===== src/rtl/cpo_pkg.sv =====
`timescale 1ns / 1ps
// Shared types and constants of the convex polygon overlap test.
package cpo_pkg;

  localparam int MAX_VERTICES_DFLT = 16;

  localparam int COORD_W = 16;
  localparam int AXIS_W  = COORD_W + 1;
  localparam int PROD_W  = AXIS_W + COORD_W;
  localparam int DOT_W   = PROD_W + 1;

  typedef enum logic [1:0] {
    ACT_LOAD_A = 2'd0,
    ACT_LOAD_B = 2'd1,
    ACT_TEST   = 2'd2,
    ACT_NONE   = 2'd3
  } action_e;

  typedef logic signed [COORD_W-1:0] coord_t;
  typedef logic signed [AXIS_W-1:0]  axis_t;
  typedef logic signed [PROD_W-1:0]  prod_t;
  typedef logic signed [DOT_W-1:0]   dot_t;

  // y in the upper half, x in the lower half
  typedef struct packed {
    coord_t y;
    coord_t x;
  } vertex_t;

  // one vertex pair on its way through the projection pipeline
  typedef struct packed {
    logic valid;
    logic use_a;
    logic use_b;
    logic first;
  } proj_tok_t;

  typedef struct packed {
    logic busy;
    logic separated;
  } proj_stat_t;

endpackage


===== src/rtl/cpo_proj_unit.sv =====
`timescale 1ns / 1ps
// Projection pipeline: dot products of both polygons on one axis and their min/max bounds.
module cpo_proj_unit (
  input  logic                clk_i,
  input  logic                rst_ni,
  input  cpo_pkg::proj_tok_t  tok_i,
  input  cpo_pkg::axis_t      axis_x_i,
  input  cpo_pkg::axis_t      axis_y_i,
  input  cpo_pkg::vertex_t    vtx_a_i,
  input  cpo_pkg::vertex_t    vtx_b_i,
  output cpo_pkg::proj_stat_t stat_o
);

  cpo_pkg::proj_tok_t tok_s1_q, tok_s2_q, tok_s3_q;

  cpo_pkg::prod_t prod_ax_d, prod_ay_d, prod_bx_d, prod_by_d;
  cpo_pkg::prod_t prod_ax_q, prod_ay_q, prod_bx_q, prod_by_q;
  cpo_pkg::dot_t  dot_a_d, dot_b_d;
  cpo_pkg::dot_t  dot_a_q, dot_b_q;
  cpo_pkg::dot_t  lo_a_q, hi_a_q, lo_b_q, hi_b_q;

  // token stages follow the memory read latency, the multiply and the add
  always_ff @(posedge clk_i or negedge rst_ni) begin
    if (!rst_ni) begin
      tok_s1_q <= '0;
      tok_s2_q <= '0;
      tok_s3_q <= '0;
    end else begin
      tok_s1_q <= tok_i;
      tok_s2_q <= tok_s1_q;
      tok_s3_q <= tok_s2_q;
    end
  end

  always_comb begin
    prod_ax_d = axis_x_i * $signed(vtx_a_i.x);
    prod_ay_d = axis_y_i * $signed(vtx_a_i.y);
    prod_bx_d = axis_x_i * $signed(vtx_b_i.x);
    prod_by_d = axis_y_i * $signed(vtx_b_i.y);
    dot_a_d   = cpo_pkg::dot_t'(prod_ax_q) + cpo_pkg::dot_t'(prod_ay_q);
    dot_b_d   = cpo_pkg::dot_t'(prod_bx_q) + cpo_pkg::dot_t'(prod_by_q);
  end

  always_ff @(posedge clk_i) begin
    prod_ax_q <= prod_ax_d;
    prod_ay_q <= prod_ay_d;
    prod_bx_q <= prod_bx_d;
    prod_by_q <= prod_by_d;
    dot_a_q   <= dot_a_d;
    dot_b_q   <= dot_b_d;
    // each projection may lower the low bound or raise the high bound; the first one seeds them
    if (tok_s3_q.valid && tok_s3_q.use_a) begin
      if (tok_s3_q.first || dot_a_q < lo_a_q) begin
        lo_a_q <= dot_a_q;
      end
      if (tok_s3_q.first || dot_a_q > hi_a_q) begin
        hi_a_q <= dot_a_q;
      end
    end
    if (tok_s3_q.valid && tok_s3_q.use_b) begin
      if (tok_s3_q.first || dot_b_q < lo_b_q) begin
        lo_b_q <= dot_b_q;
      end
      if (tok_s3_q.first || dot_b_q > hi_b_q) begin
        hi_b_q <= dot_b_q;
      end
    end
  end

  assign stat_o.busy      = tok_s1_q.valid | tok_s2_q.valid | tok_s3_q.valid;
  // touching intervals still count as overlapping
  assign stat_o.separated = (lo_b_q > hi_a_q) || (lo_a_q > hi_b_q);

endmodule


===== config.mk =====
export PLATFORM = sky130hd
export DESIGN_NAME = cpo_proj_unit
export DESIGN_NICKNAME = d
export VERILOG_FILES = /design/src/rtl/cpo_pkg.sv /design/src/rtl/cpo_proj_unit.sv
export SDC_FILE = /design/constraint.sdc
export NUM_CORES = 2
export LEC_CHECK = 0
export BUFFER_PORTS_ARGS = -buffer_cell sky130_fd_sc_hd__buf_2
export CORE_ASPECT_RATIO = 1.4
export CORE_MARGIN = 1
export CORE_UTILIZATION = 40
export DETAILED_ROUTE_END_ITERATION = 6
export GPL_ROUTABILITY_DRIVEN = 0
export PLACE_DENSITY = 0.55
export SLEW_MARGIN = 20
export SYNTH_ARGS = -nofsm -noshare
export SYNTH_HDL_FRONTEND = slang
export SYNTH_SLANG_ARGS = --single-unit

===== constraint.sdc =====
create_clock -name clk_i -period 6.8 [get_ports clk_i]
set_input_delay 0 -clock clk_i [delete_from_list [all_inputs] [get_ports clk_i]]
set_output_delay 0 -clock clk_i [all_outputs]
set_load 0.02 [all_outputs]

# --- After elaboration in Yosys (flattened, before gate mapping) ---
# Index checks and enable logic that the tools add are counted.
word_totals:
  regBits: 348
  out_inout_bits: 2
  wordCells: 47
classes:
  n_addsub: 2
  mul: 4
  order_cmp: 6
  bitwise: 2
  reduce_logical: 11
ops:
  columns: ["operator", "n"]
  rows:
  - ["$gt A34 B34 Y1", 4]
  - ["$mul A17 B16 Y33", 4]
  - ["$add A33 B33 Y34", 2]
  - ["$lt A34 B34 Y1", 2]
  - ["$reduce_and A2 Y1", 4]
  - ["$logic_or A1 B1 Y1", 5]
  - ["$logic_and A1 B1 Y1", 2]
  - ["$or A1 B1 Y1", 2]

# --- Longest topological paths before layout ---
depth:
  ltp_word: 3
  mapped_depth: 25

# --- Least setup slack after synthesis ---
# No wires, ideal clock.
synth_timing:
  path_kind: "input-to-reg"
  from: "input port vtx_b_i[7] (netlist bit)"
  to: "register prod_bx_q[32]"
  t_arrival_ns: 5.827
  required_ns: 6.677
  setup_slack_ns: 0.850
  path_stages: 23
  path_cell_list: "clkbuf_1 > clkbuf_1 > nand2_1 > fa_1 > inv_1 > fa_1 > fa_1 > fa_1 > fa_1 > inv_1 > fa_1 > inv_1 > ha_1 > and4_1 > clkbuf_1 > a21o_1 > a21oi_1 > a31oi_1 > a2111o_1 > a31oi_1 > o21bai_1 > a221oi_2 > xnor2_1"
synth_via:
  elab_chain_cells: 1
synth_lines:
  columns: ["item", "line", "text"]
  rows:
  - ["from (decl)", "cpo_proj_unit.sv:10", "input cpo_pkg::vertex_t vtx_b_i,"]
  - ["$mul A17 B16 Y33", "cpo_proj_unit.sv:38", "prod_bx_d = axis_x_i * $signed(vtx_b_i.x);"]
  - ["named net prod_bx_d[32]", "cpo_proj_unit.sv:16", "cpo_pkg::prod_t prod_ax_d, prod_ay_d, prod_bx_d, prod_by_d;"]
  - ["to (signal assigned)", "cpo_proj_unit.sv:47", "prod_bx_q <= prod_bx_d;"]
  - ["to (decl)", "cpo_proj_unit.sv:17", "cpo_pkg::prod_t prod_ax_q, prod_ay_q, prod_bx_q, prod_by_q;"]
# The timed path passes the listed nets, and every way through them passes these cells.
# A chain may end at the register's enable or synchronous reset.

# --- Worst setup path after layout ---
layout_timing:
  from: "input port axis_y_i[13]"
  to: "register prod_by_q[31]"
layout_via:
  elab_chain_cells: 1
layout_lines:
  columns: ["item", "line", "text"]
  rows:
  - ["from (decl)", "cpo_proj_unit.sv:8", "input cpo_pkg::axis_t axis_y_i,"]
  - ["$mul A17 B16 Y33", "cpo_proj_unit.sv:39", "prod_by_d = axis_y_i * $signed(vtx_b_i.y);"]
  - ["named net prod_by_d[31]", "cpo_proj_unit.sv:16", null]
  - ["to (signal assigned)", "cpo_proj_unit.sv:48", "prod_by_q <= prod_by_d;"]
  - ["to (decl)", "cpo_proj_unit.sv:17", null]
# The timed path passes the listed nets, and every way through them passes these cells.

==> metrics.md <==
| Metric | Value |
|---|---|
| Die width | `323 µm` |
| Post-synth EDFFs | `136` |
| Final Max Slew Viols | `0` |
| CTS tree | `yes` |
| Ys async rst share | `0.0345` |
| Full die area | `0.146 mm²` |
| Vias/cell | `5.03` |
| Root Driver | `clkbuf_16` |
| DRT iter0 DRCs | `between 1500 and 2000` |
| # port buffers | `105` |
| Initial antenna violation count | `11` |
| CP Launch Type | `input port` |
| Number of distinct library cells after synthesis | `76` |
| Largest net degree at the start of global routing | `35` |
| Vias | `40000` |
| Max_cap viols | `0` |
| Ports | `106` |
| Tcrit/Tclk final | `0.877` |
| Number of global-route vias before repair | `44700` |
| Synth Warn # | `0` |
| Register area share after synthesis | `0.146` |
| H-tree depth | `2` |
| Total Routing Usage GR | `0.222` |
| Worst rel slew slack | `0.304` |
| Hold WC Path Type | `input port to flop` |
| Gate Count Post-Synth | `5976` |
| Clock period minus worst slack | `5.96 ns` |
| CTS Buf Count | `40` |
| Crit end category | `flop` |
| Critical path fanouts, max | `32` |
| Number of synthesized register bits | `348` |
| Antenna-violating nets left | `0` |
| Leading area contributor after synthesis | `fa_1` |
| DRC errors left | `0` |
| First-pass GRT wire length | `248 mm` |
| Critical path required time | `7.25 ns` |
| Setup TNS | `0 ns` |
| Chip Height | `~450 µm` |
| Post-Syn Area | `just under 0.06 mm²` |
| Main area contributors after synthesis | `fa_1 (38%), ha_1 (13%), inv_1 (8.9%)` |
| Unrepaired setup endpoints after global routing | `no` |
| Skew-Pair Late Insertion Delay | `roughly 0.59 ns` |
| Final Hold Viols | `0` |
| Clock sinks | `348` |
| Post-DP HPWL | `between 100 and 150 mm` |
| Clock buffer depth | `3` |
| Grt ovf | `0` |
| Ys flop type | `dfxtp_1` |
| Worst Tran Pin Value | `1.04 ns` |
| Synth Area per Inst | `between 9 and 10 µm²` |
| Clock transition at path regs | `0.06 ns` |
| Nets | `approximately 8000` |
| Rows | `164` |
| Initial Utilization | `0.404` |
| Layout cells sized above 1 | `0.0429` |
| First drt pass iteration count | `6` |
| WL/cell | `19.4 µm` |
| Final WL | `154 mm` |
| Max Clock Freq | `168 MHz` |
| Result of the run | `completed` |
| Yosys top cell area share | `0.384` |
| Crit Path Class | `input port to flop` |
| Setup Buffers After CTS | `0` |
| Net Count, Synth | `7790` |
| Max Clock Skew | `0.0336 ns` |
| Final setup viols | `0` |
| Area grow syn2layout | `7.20%` |
| Critical Path AT | `6.41 ns` |
| Core Area | `roughly 0.14 mm²` |
| Post-cts resize count | `0` |
critical path, cell delays in order:
cell and delay (ns):
buf_2 0.58, nand2_1 0.16, fa_1 0.51, fa_1 0.52, fa_1 0.51, inv_1 0.05
fa_1 0.49, fa_1 0.49, inv_1 0.05, fa_1 0.48, inv_1 0.04, ha_1 0.38
and4_1 0.33, nand4_1 0.13, a211oi_1 0.57, a2111oi_2 0.14, nor3_1 0.30, o41ai_2 0.14
a21oi_1 0.22, mux2i_1 0.21, nand2_1 0.07
per-stage QoR:
stage | instances | setup WS [ns] | cell area, µm² | utilization | hold slack, ns
floorplan | 5976 | 0.850 | 57600 | - | -0.296
global placement | 7862 | 0.443 | 60300 | 0.423 | -0.112
detailed placement | 7862 | 0.355 | 60300 | 0.423 | -0.105
CTS | 7948 | 0.950 | 61800 | 0.433 | 0.0223
global route | 7949 | 0.596 | 61800 | 0.433 | 0.0505
finish | 7951 | 0.838 | 61800 | 0.433 | 0.0595
flip-flops by register name, summed over array words and instances, names as in the netlist, 33 cells and up:
name and count:
hi_b_q 34, dot_a_q 34, lo_a_q 34, dot_b_q 34, prod_ay_q 33, lo_b_q 34, prod_by_q 33, hi_a_q 34
prod_bx_q 33, prod_ax_q 33
cells in the final DEF, fill, tap and decap left out, types with 105 or more instances in the layout:
master	instances
nor2_1	148
edfxtp_1	136
ha_1	604
inv_1	1367
a21oi_1	194
dfxtp_1	200
xnor2_1	152
and2_1	528
a21o_1	161
fa_1	1106
nand2_1	574
buf_2	105
per-layer routing:
| layer | wire length [µm] | up-vias | GRT usage | share of wire |
|---|---|---|---|---|
| met4 | 7040 | 12 | 0.0869 | 0.046 |
| li1 | - | 18400 | - | - |
| met5 | 80 | - | 0 | 0.00052 |
| met3 | 4760 | 251 | 0.0182 | 0.031 |
| met1 | 57800 | 20600 | 0.247 | 0.37 |
| met2 | 84600 | 756 | 0.428 | 0.55 |
layout make-up:
class	instances	area [µm²]
well taps	1909	2390
flip-flops and latches	348	8390
repair buffers	178	1100
multi-input cells	4072	43400
inverters	1367	5130
diodes	3	7.51
fillers	14200	81000
clock buffers	55	1120
clock inverters	19	195
synth_stat cells, types with 39 or more instances:
| cell type | instances |
|---|---|
| a21o_1 | 161 |
| a21oi_1 | 194 |
| and2_1 | 528 |
| clkbuf_1 | 187 |
| dfxtp_1 | 200 |
| edfxtp_1 | 136 |
| fa_1 | 1106 |
| ha_1 | 604 |
| inv_1 | 1367 |
| nand2_1 | 574 |
| nand4_1 | 49 |
| nor2_1 | 148 |
| o21a_1 | 39 |
| o21ai_0 | 104 |
| xnor2_1 | 152 |
| xor2_1 | 46 |
path summary, 6_finish.rpt:
| kind | from | to | slack [ns] | cells after the start |
|---|---|---|---|---|
| max in group asynchronous | rst_ni | tok_s2_q[1] | 5.87 | 3 |
| hold / removal | tok_i[0] | tok_s1_q[0] | 0.06 | 2 |
| hold reg to reg | tok_s2_q[0] | tok_s3_q[0] | 0.35 | 0 |
| setup reg to reg | hi_b_q[1] | hi_b_q[21] | 2.89 | 12 |
| min in group asynchronous | rst_ni | tok_s3_q[3] | 0.56 | 3 |
| setup / recovery | axis_y_i[13] | prod_by_q[31] | 0.84 | 21 |
cells by family (layout without fill, tap and decap cells):
kind of cell	count (synthesis)	after routing	share of synthesized area
other	0	3	0
muxes	6	6	0.00104
and+or+nand+nor	1483	1483	0.129
buffers and inverters	1556	1619	0.101
xor gates and xnor gates	198	198	0.0301
DFF	348	348	0.146
adders and majority gates	1710	1710	0.515
AOI/OAI and AO/OA	675	675	0.0777
timing repair:
action,in CTS,in global routing
setup endpoints to repair,0,0
hold buffers,12,0
endpoints found under the hold margin,20,0
Power is not shown: default switching activity piles up to over one toggle a cycle in this logic, so the estimate is an artifact.
